<file path="src/hdl/ahdlc_pkg.sv">
// types, constants and the fcs-16 byte update of the hdlc receive deframer
package ahdlc_pkg;

  // control octets of the async hdlc framing
  localparam logic [7:0] FLAG_BYTE = 8'h7E;
  localparam logic [7:0] ESC_BYTE  = 8'h7D;
  localparam logic [7:0] ESC_XOR   = 8'h20;

  // fcs-16 constants
  localparam logic [15:0] FCS_INIT = 16'hFFFF;
  localparam logic [15:0] FCS_GOOD = 16'hF0B8;
  localparam logic [15:0] FCS_POLY = 16'h8408;

  // width of the limit register and of the reported length
  localparam int unsigned CFG_W   = 12;
  localparam int unsigned LEN_W   = 11;
  localparam int unsigned LEN_SAT = 2047;

  // result kinds
  typedef enum logic [1:0] {
    KIND_PAYLOAD = 2'd0,
    KIND_GOOD    = 2'd1,
    KIND_BAD     = 2'd2,
    KIND_ABORT   = 2'd3
  } kind_e;

  // reflected fcs-16 update over one byte
  function automatic logic [15:0] fcs_update(input logic [15:0] fcs, input logic [7:0] b);
    logic [15:0] f;
    f = fcs ^ {8'h00, b};
    for (int k = 0; k < 8; k++) begin
      f = f[0] ? ((f >> 1) ^ FCS_POLY) : (f >> 1);
    end
    return f;
  endfunction

endpackage

</file>
<file path="src/hdl/async_hdlc_receive_deframer_unit.sv">
// async hdlc receive deframer: flag hunt, unescape, fcs-16 check, fcs strip
//
// Input channel: one raw link byte per beat on rx_byte_i (in_valid_i / in_stall_o).
// Output channel: one result per beat (out_valid_o / out_stall_i): kind_o says
// payload byte, good frame end (frame_len_o = payload bytes), bad frame end
// (fcs residue wrong, fewer than two bytes, or escape followed by flag) or
// overflow abort. Payload bytes come out two bytes late, so the two fcs
// bytes of a frame are never shown. Bytes while hunting, escapes, flags that
// close an empty frame and the first two bytes of a frame produce no result.
// A result is registered: it shows on the outputs from the clock edge at which
// the byte that causes it is taken. Throughput: one byte per cycle while the
// output does not stall, with a byte-wide fcs update and one result register.
// Stall: while a result waits in the output register and the receiver
// stalls, in_stall_o is high; otherwise a byte is taken every cycle it is offered.
// Reset: the block hunts for a flag, the length limit is 2048 and the
// output register is empty. cfg_we_i writes the limit; write it only idle.
module async_hdlc_receive_deframer_unit #(
  parameter int unsigned MAX_FRAME = 2048
) (
  input  logic       clk_i,
  input  logic       rst_ni,
  // configuration
  input  logic                       cfg_we_i,
  input  logic [ahdlc_pkg::CFG_W-1:0] cfg_wdata_i,
  // input channel
  input  logic       in_valid_i,
  output logic       in_stall_o,
  input  logic [7:0] rx_byte_i,
  // output channel
  output logic                       out_valid_o,
  input  logic                       out_stall_i,
  output logic [1:0]                 kind_o,
  output logic [7:0]                 data_o,
  output logic [ahdlc_pkg::LEN_W-1:0] frame_len_o
);

  localparam int unsigned CNT_W = $clog2(MAX_FRAME + 1);
  localparam int unsigned LIM_W = (CNT_W > ahdlc_pkg::CFG_W) ? CNT_W : ahdlc_pkg::CFG_W;
  localparam int unsigned LW    = (CNT_W > ahdlc_pkg::LEN_W) ? CNT_W : ahdlc_pkg::LEN_W;

  typedef enum logic [1:0] {
    MODE_HUNT  = 2'd0,
    MODE_FRAME = 2'd1,
    MODE_ESC   = 2'd2
  } mode_e;

  mode_e                      mode_q, mode_d;
  logic [15:0]                fcs_q, fcs_d;
  logic [CNT_W-1:0]           cnt_q, cnt_d;
  logic [1:0]                 hcnt_q, hcnt_d;
  logic [7:0]                 held0_q, held0_d, held1_q, held1_d;
  logic [ahdlc_pkg::CFG_W-1:0] limit_cfg_q;

  logic                       res_valid_q;
  ahdlc_pkg::kind_e           res_kind_q, kind_d;
  logic [7:0]                 res_data_q, data_d;
  logic [ahdlc_pkg::LEN_W-1:0] res_len_q, len_d;
  logic                       emit;

  logic                       in_take;
  logic [LIM_W-1:0]           limit;
  logic                       over;
  logic [7:0]                 ubyte;
  logic [LW-1:0]              len_full;

  // take a byte whenever the result register is free or drains this cycle
  assign in_stall_o = res_valid_q & out_stall_i;
  assign in_take    = in_valid_i & ~in_stall_o;

  // effective limit, capped at MAX_FRAME
  assign limit = (LIM_W'(limit_cfg_q) > LIM_W'(MAX_FRAME)) ? LIM_W'(MAX_FRAME)
                                                            : LIM_W'(limit_cfg_q);
  assign over  = LIM_W'(cnt_q) >= limit;
  assign ubyte = (mode_q == MODE_ESC) ? (rx_byte_i ^ ahdlc_pkg::ESC_XOR) : rx_byte_i;

  // payload length without the fcs; saturated where it is reported
  assign len_full = LW'(cnt_q) - LW'(2);

  // per-beat framing logic
  always_comb begin
    mode_d  = mode_q;
    fcs_d   = fcs_q;
    cnt_d   = cnt_q;
    hcnt_d  = hcnt_q;
    held0_d = held0_q;
    held1_d = held1_q;
    emit    = 1'b0;
    kind_d  = ahdlc_pkg::KIND_PAYLOAD;
    data_d  = 8'h00;
    len_d   = '0;
    case (mode_q)
      MODE_HUNT: begin
        if (rx_byte_i == ahdlc_pkg::FLAG_BYTE) begin
          mode_d = MODE_FRAME;
          fcs_d  = ahdlc_pkg::FCS_INIT;
          cnt_d  = '0;
          hcnt_d = '0;
        end
      end
      MODE_FRAME, MODE_ESC: begin
        if (mode_q == MODE_FRAME && rx_byte_i == ahdlc_pkg::ESC_BYTE) begin
          mode_d = MODE_ESC;
        end else if (rx_byte_i == ahdlc_pkg::FLAG_BYTE) begin
          // closing flag; an empty frame in frame mode says nothing
          if (mode_q == MODE_ESC || cnt_q != '0) begin
            emit = 1'b1;
            if (mode_q == MODE_FRAME && fcs_q == ahdlc_pkg::FCS_GOOD &&
                cnt_q >= CNT_W'(2)) begin
              kind_d = ahdlc_pkg::KIND_GOOD;
              len_d  = (len_full > LW'(ahdlc_pkg::LEN_SAT)) ?
                       ahdlc_pkg::LEN_W'(ahdlc_pkg::LEN_SAT) : len_full[ahdlc_pkg::LEN_W-1:0];
            end else begin
              kind_d = ahdlc_pkg::KIND_BAD;
            end
          end
          mode_d = MODE_FRAME;
          fcs_d  = ahdlc_pkg::FCS_INIT;
          cnt_d  = '0;
          hcnt_d = '0;
        end else if (over) begin
          // overflow: drop the byte and lose sync
          emit   = 1'b1;
          kind_d = ahdlc_pkg::KIND_ABORT;
          mode_d = MODE_HUNT;
        end else begin
          mode_d = MODE_FRAME;
          fcs_d  = ahdlc_pkg::fcs_update(fcs_q, ubyte);
          cnt_d  = cnt_q + CNT_W'(1);
          if (hcnt_q >= 2'd2) begin
            emit    = 1'b1;
            data_d  = held0_q;
            held0_d = held1_q;
            held1_d = ubyte;
          end else begin
            if (hcnt_q[0]) begin
              held1_d = ubyte;
            end else begin
              held0_d = ubyte;
            end
            hcnt_d = hcnt_q + 2'd1;
          end
        end
      end
      default: begin
        mode_d = MODE_HUNT;
      end
    endcase
  end

  // framing state
  always_ff @(posedge clk_i or negedge rst_ni) begin
    if (!rst_ni) begin
      mode_q <= MODE_HUNT;
      fcs_q  <= ahdlc_pkg::FCS_INIT;
      cnt_q  <= '0;
      hcnt_q <= '0;
    end else if (in_take) begin
      mode_q <= mode_d;
      fcs_q  <= fcs_d;
      cnt_q  <= cnt_d;
      hcnt_q <= hcnt_d;
    end
  end

  // hold line for the two newest bytes
  always_ff @(posedge clk_i) begin
    if (in_take) begin
      held0_q <= held0_d;
      held1_q <= held1_d;
    end
  end

  // length limit register
  always_ff @(posedge clk_i or negedge rst_ni) begin
    if (!rst_ni) begin
      limit_cfg_q <= ahdlc_pkg::CFG_W'(2048);
    end else if (cfg_we_i) begin
      limit_cfg_q <= cfg_wdata_i;
    end
  end

  // result register valid
  always_ff @(posedge clk_i or negedge rst_ni) begin
    if (!rst_ni) begin
      res_valid_q <= 1'b0;
    end else if (in_take && emit) begin
      res_valid_q <= 1'b1;
    end else if (!out_stall_i) begin
      res_valid_q <= 1'b0;
    end
  end

  // result register payload
  always_ff @(posedge clk_i) begin
    if (in_take && emit) begin
      res_kind_q <= kind_d;
      res_data_q <= data_d;
      res_len_q  <= len_d;
    end
  end

  assign out_valid_o = res_valid_q;
  assign kind_o      = res_kind_q;
  assign data_o      = res_data_q;
  assign frame_len_o = res_len_q;

endmodule

</file>
<file path="config.mk">
export PLATFORM = sky130hd
export DESIGN_NAME = async_hdlc_receive_deframer_unit
export DESIGN_NICKNAME = d
export VERILOG_FILES = /design/src/hdl/ahdlc_pkg.sv /design/src/hdl/async_hdlc_receive_deframer_unit.sv
export SDC_FILE = /design/constraint.sdc
export NUM_CORES = 1
export LEC_CHECK = 0
export BUFFER_PORTS_ARGS = -buffer_cell sky130_fd_sc_hd__buf_2
export CAP_MARGIN = 20
export CORE_AREA = 2 2 113 82
export CTS_BUF_LIST = sky130_fd_sc_hd__clkbuf_4
export DETAILED_ROUTE_END_ITERATION = 12
export DIE_AREA = 0 0 115 84
export GPL_TIMING_DRIVEN = 0
export MAX_ROUTING_LAYER = met4
export PLACE_DENSITY = 0.82
export SYNTH_ARGS = -nofsm -noshare
export SYNTH_HDL_FRONTEND = slang
export SYNTH_SLANG_ARGS = --single-unit
</file>
<file path="constraint.sdc">
create_clock -name clk_i -period 3.4 [get_ports clk_i]
set_clock_uncertainty 0.2 [all_clocks]
set_input_delay 0.34 -clock clk_i [delete_from_list [all_inputs] [get_ports clk_i]]
set_output_delay 0.34 -clock clk_i [all_outputs]
set_load 0.01 [all_outputs]
</file>
==> run metrics, run 1 <==
Routed WL=between 10000 and 15000 um; clock share of power=14.9%; worst vdd ir=292 uV; Seq/Total Area, Yosys=roughly half; clk sinks=82; post-synthesis compound-gate area fraction=13.5%; Chip Height=~84 um; post-route ant nets=0; CP required=~3.4 ns; Max Cap Viol=0; fin nets=~550; Synth Net Count=approximately 470; Post-Syn Area per Cell=11.0 um2; crit-path cells=inv_1 > ha_1 > nand2b_1 > a2111oi_4 > or4_1 > nand2_2 > nor4_4 > buf_2; min Tclk post-route=3.22 ns; total vias in the final route=roughly 3700; largest net degree at the start of global routing=46; CTS root buf=clkbuf_4; I/O pins=48; Leak Pwr=around 2.2 nW; Seq cells post-synth=between 80 and 90; post-synthesis instance total=around 420; Crit Path Class=flip-flop to flip-flop; Net Sw Frac=39.4%; Final Setup Violations=0; critical path's largest stage delay=about 0.52 ns; Final Cell Area=5420 um2; R2R cell count=8; number of buffers created by CTS=9; Synth warnings=0; Slew Limit Fails=0; Pint=roughly 2.2 mW; Yosys cell types=59; setup ws final=roughly 0.18 ns; gp weighted congestion=0.918; max layer used=met4; met3 wire length=around 750 um; met1 WL=around 4800 um; Synth area leaders=edfxtp_1 (24%), dfrtp_1 (15%), dfstp_2 (9.7%); std cell rows=29; Pre-Repair DR Iteration Count=5; Port Buffers=47; Most used DFF post-synth=edfxtp_1; Reg2Reg Setup Slack=0.18 ns; Worst-Skew Late Latency=roughly 0.45 ns; Clock transition at path regs=~0.15 ns; crit start category=flip-flop; most common library cells after synthesis=edfxtp_1 (37), dfrtp_1 (28), nand2_1 (27); layout cells sized above 1=a little under a quarter; first-pass GRT wire length=17400 um; RSZ-0062 raised after global routing=false; Comb pwr share=43.4%; most common cell in the netlist=edfxtp_1; Synth Area in Adders=6.54%; Worst path slowest cell=a2111oi_4; DP HPWL=between 7000 and 8000 um; vias in the first global route=3522; Sw Pwr=about 1.4 mW; Pwr Density=between 600 and 700 nW/um2; CP bufs+invs=2; Routed wire per std cell=around 18 um; Total Die Area=9660 um2; largest family of logic cells by synthesized area=simple AND/OR/NAND/NOR gates; Mapped Area=between 4000 and 5000 um2; Crit path arrival time=3.20 ns; max_slew headroom=between 30% and 40%; Final Hold Vio Count=0; Synth Area in XOR/XNOR=about 6.4%; Total GRT Usage=23.8%; largest area contributor in the synthesized netlist=edfxtp_1; initial antenna violation count=0; simple-gate share of the synthesized area=approximately 15%; GR Overflow Total=0; sequential share of power=between 40% and 50%; top cell type's share of synthesized area=between 20% and 30%; post-placement worst setup slack=-0.644 ns; critical path's top delay family=simple AND/OR/NAND/NOR gates; Critical Path End Type=flip-flop; drt initial violations=around 300; R2R Path End=held0_q[2]; Post-synth EDFFs=37; fmax=~310 MHz; Antenna Cells=0; fin crit share=94.7%; ys async rst share=54.9%; CTS tree=built; Synth-to-Final Area Change=18.0%; Hold Path Class=input port to async pin; post-synthesis mux area share=approximately 5.6%; vias per cell=6.04; die extent in x=115 um; drc violations=0; Slew @ Worst Pin=~0.9 ns; status=completed; placed instance area=4970 um2; clock buffer depth=2; Initial Util=between 50% and 60%; H-tree Lvls=3; core box area=about 8700 um2; FF-to-FF Start=cnt_q[0]; Routed met2 length=between 4000 and 5000 um; CP Max Fanout=7
## cell usage in the layout, fill, tap and decap left out, types with 2 or more instances in the layout
master         instances
buf_2                 50
edfxtp_1              37
dfrtp_1               28
nand2_1               26
nor2_1                24
ha_1                  24
xnor2_1               23
dlygate4sd3_1         23
mux2_2                21
a21oi_1               21
inv_1                 18
dfstp_2               17
nor3_1                16
clkbuf_1              14
and2_1                10
nand4_1               10
o21ai_0               10
nand3_1               10
a2bb2oi_1             10
clkbuf_4               9
xor2_1                 8
o41ai_1                6
o31ai_1                6
a31oi_1                5
a221oi_1               5
o22a_1                 5
nor2b_1                4
nor4_1                 4
nand2b_1               3
o211ai_1               3
or4_1                  3
a41oi_1                3
and3_1                 3
inv_6                  3
nor4_4                 2
nand2_2                2
nor3_4                 2
nor3b_1                2
mux2i_1                2
## how the worst max path moves through the flow
stage / cells past startpoint / end / start
floorplan: 8 / held0_q[0] / limit_cfg_q[11]
global placement: 8 / data_o[2] / limit_cfg_q[11]
detailed placement: 8 / frame_len_o[9] / limit_cfg_q[11]
CTS: 8 / held0_q[2] / cnt_q[0]
global route: 8 / held0_q[0] / limit_cfg_q[11]
finish: 8 / held0_q[2] / cnt_q[0]
## stage by stage
step | hold slack (ns) | instances | setup TNS [ns] | utilization [%] | total power, mW
3_5_place_dp | 0.298 | 572 | -17.60 | 57.1 | 3.00
5_1_grt | 0.00956 | 611 | 0 | 62.2 | 3.89
2_1_floorplan | -0.156 | 416 | 0 | - | 2.63
6_report | 0.0375 | 611 | 0 | 62.2 | 3.65
3_3_place_gp | 0.293 | 571 | -16.96 | 57.0 | 2.95
4_1_cts | 0.0267 | 610 | 0 | 61.5 | 3.60
## final cells by class
class | instances | area (um2)
Sequential cell | 82 | 2260
Tap cell | 108 | 135
Inverter | 18 | 67.6
Clock inverter | 7 | 58.8
Clock buffer | 9 | 67.6
Timing Repair Buffer | 72 | 490
Fill cell | 718 | 3290
Multi-Input combinational cell | 296 | 2250
Buffer | 19 | 85.1
## state kept, by name (all words and copies together) (netlist names)
register	count
cnt_q	12
out_valid_o	1
held0_q	8
kind_o	2
hcnt_q	2
data_o	8
held1_q	8
frame_len_o	11
mode_q	2
fcs_q	16
limit_cfg_q	12
## timing repair
| action | in CTS | in global routing |
|---|---|---|
| hold endpoints to repair | 47 | 0 |
| resized for setup | 6 | 5 |
| gates cloned | 0 | 0 |
| pin swaps | 0 | 1 |
| hold buffers | 23 | 0 |
| setup endpoints to repair | 50 | 44 |
| setup buffers | 0 | 0 |
## cell families after synthesis
family | after synthesis
mux | 23
compound gates | 86
simple gates | 131
buf+inv | 38
flops | 82
xor+xnor | 32
fa+ha+maj | 24
## routing by layer
layer	global-route usage, %	vias up
li1	-	1722
met1	32.8	1795
met2	33.6	148
met3	6.25	28
met4	9.31	0
met5	-	-
## power groups by stage
stage	clock network [mW]	logic, mW	registers (mW)
floorplan	0	1.12	1.51
global placement	0	1.42	1.53
detailed placement	0	1.46	1.54
CTS	0.553	1.53	1.52
global route	0.601	1.74	1.55
finish	0.543	1.58	1.52
(Power assumes the default switching activity.)
==> run 2: changes to the inputs <==
--- a/config.mk
+++ b/config.mk
@@ -11,7 +11,6 @@
 export CTS_BUF_LIST = sky130_fd_sc_hd__clkbuf_4
 export DETAILED_ROUTE_END_ITERATION = 12
 export DIE_AREA = 0 0 115 84
-export GPL_TIMING_DRIVEN = 0
 export MAX_ROUTING_LAYER = met4
 export PLACE_DENSITY = 0.82
 export SYNTH_ARGS = -nofsm -noshare
==> run metrics, run 2 (synthesized netlist as in run 1, its figures left out) <==
status=completed; Biggest register=fcs_q; Antenna Cells=0 (unchanged); Largest register FFs=16 (unchanged); Fill cells=701 (-2.4%); Reg2Reg Setup Slack=0.25 ns (+0.07 ns); Final Setup Violations=0 (unchanged); commonest non-fill, non-tap cells in the layout=buf_2 (47), edfxtp_1 (37), dfrtp_1 (28); layout cells sized above 1=26.8% (+2.9 points); Routed WL=10500 um (-1.7%); die extent in x=115 um (unchanged); Port Buffers=47 (unchanged); number of buffers created by CTS=9 (unchanged); Pwr Density=672 nW/um2 (-0.30%); commonest non-fill, non-tap cell in the layout=buf_2; Critical Path End Type=flip-flop; CTS root buf=clkbuf_4; RSZ-0062 raised after global routing=false; core box area=8710 um2 (unchanged); CP required=3.38 ns (about the same); setup ws final=0.251 ns (+0.0696 ns); met3 Use GR=5.59% (-0.65 points); CTS tree=built; Max Cap Viol=0 (unchanged); drc violations=0 (unchanged); min Tclk post-route=3.15 ns (-0.0696 ns); Chip Height=84 um (unchanged); largest net degree at the start of global routing=46 (unchanged); Hold WS=0.0344 ns (-0.00309 ns); drt initial violations=347 (+18%); post-placement worst setup slack=0.174 ns (+0.818 ns); clk sinks=82 (unchanged); Largest regs=fcs_q: 16 flops, cnt_q: 12 flops, limit_cfg_q: 12 flops; Pre-Repair DR Iteration Count=5 (unchanged); post-route ant nets=0 (unchanged); initial antenna violation count=0 (unchanged); Synth-to-Final Area Change=18.6%; H-tree Lvls=3 (unchanged); vias in the first global route=3481 (-1.2%); worst vdd ir=278 uV (-4.8%); GR peak layer=met1; Slew Limit Fails=0 (unchanged); Worst-Skew Late Latency=0.48 ns (+0.03 ns); Routed wire per std cell=17.2 um (-1.8%); first-pass GRT wire length=17200 um (-0.87%); Critical Path Source=cnt_q[0]; Total Die Area=9660 um2 (unchanged); total vias in the final route=3665 (-0.76%); clock buffer depth=2 (unchanged); setup_tns=0 ns (unchanged); std cell rows=29 (unchanged); met2 Track Usage GR=31.9% (-1.7 points); gp weighted congestion=0.942 (+2.6%); Clock transition at path regs=0.14 ns (about the same); GR Overflow Total=0 (unchanged); M1 GR Usage=34.8% (+2.0 points); crit start category=flip-flop; Total GRT Usage=23.7% (-0.071 points); post-layout util=62.5% (+0.32 points); Crit Path Class=flip-flop to flip-flop; CP Max Fanout=8 (+1); I/O pins=48 (unchanged); fin nets=548 (+0.18%); max_slew headroom=39.4% (-0.14 points); Hold Path Class=input port to flip-flop; Initial Util=52.7% (unchanged); min-delay src=out_stall_i; Final Hold Vio Count=0 (unchanged); FF-to-FF Start=cnt_q[0]; Leak Pwr=2.23 nW (+3.2%); fin crit share=92.6% (-2.0 points); Crit path arrival time=3.13 ns (-0.07 ns); Slew @ Worst Pin=0.909 ns (+0.00537 ns); DP HPWL=7490 um (+1.1%); fmax=318 MHz (+2.2%); vias per cell=5.99 (-0.92%)
-- run 2: changes by cell type in the layout (fill, tap and decap cells not counted), moves of 2 or more --
cell / change
clkbuf_1: -14
buf_4: +22
buf_2: -3
nor4_1: +3
dlygate4sd3_1: -3
nor4_4: -2
-- run 2: layout make-up --
cell class              count  area (um2)  share of cell area, %
inverters                  18        67.6                   1.24
clock buffers               9        67.6                   1.24
repair buffers             92         656                   12.0
well taps                 108         135                   2.48
flip-flops and latches     82        2260                   41.5
multi-input cells         296        2210                   40.6
clock inverters             7        51.3                  0.942
-- run 2: worst paths after layout --
path,end,cells after the start
max in group asynchronous,limit_cfg_q[7],3
worst max-delay path,held0_q[3],8
worst min register to register,limit_cfg_q[5],1
worst max register to register,held0_q[3],8
worst min-delay path,out_valid_o,3
min in group asynchronous,cnt_q[2],2
-- run 2: critical path: stages (launching register included) --
cell and delay, ns:
dfrtp_1 0.47, inv_1 0.25, ha_1 0.28, nand2b_1 0.18, a2111oi_4 0.48, or4_1 0.21, nand2_1 0.22, nor4_1 0.35
buf_4 0.22
-- run 2: layer usage --
layer  routed length [um]  part of all wire, %
met1                 4980                   47
met2                 4440                   42
met3                  904                  8.6
met5                    0                    0
met4                  200                  1.9
-- run 2: repair_timing --
action	in CTS	in global routing
setup endpoints to repair	0	24
hold buffers	20	0
gates resized for setup	0	4
endpoints found under the hold margin	47	0
setup buffers	0	5
-- run 2: where the power goes --
part           switching [mW]  internal (mW)
registers               0.161           1.35
logic                   0.877          0.744
clock network           0.367          0.155
total                    1.41           2.25
-- run 2: per-stage QoR --
step / power [mW] / cells / instance area [um2]
2_1_floorplan: 2.63 / 416 / 4590
3_3_place_gp: 3.00 / 570 / 5020
3_5_place_dp: 3.04 / 570 / 5020
4_1_cts: 3.58 / 606 / 5340
5_1_grt: 3.88 / 612 / 5450
6_report: 3.66 / 612 / 5450
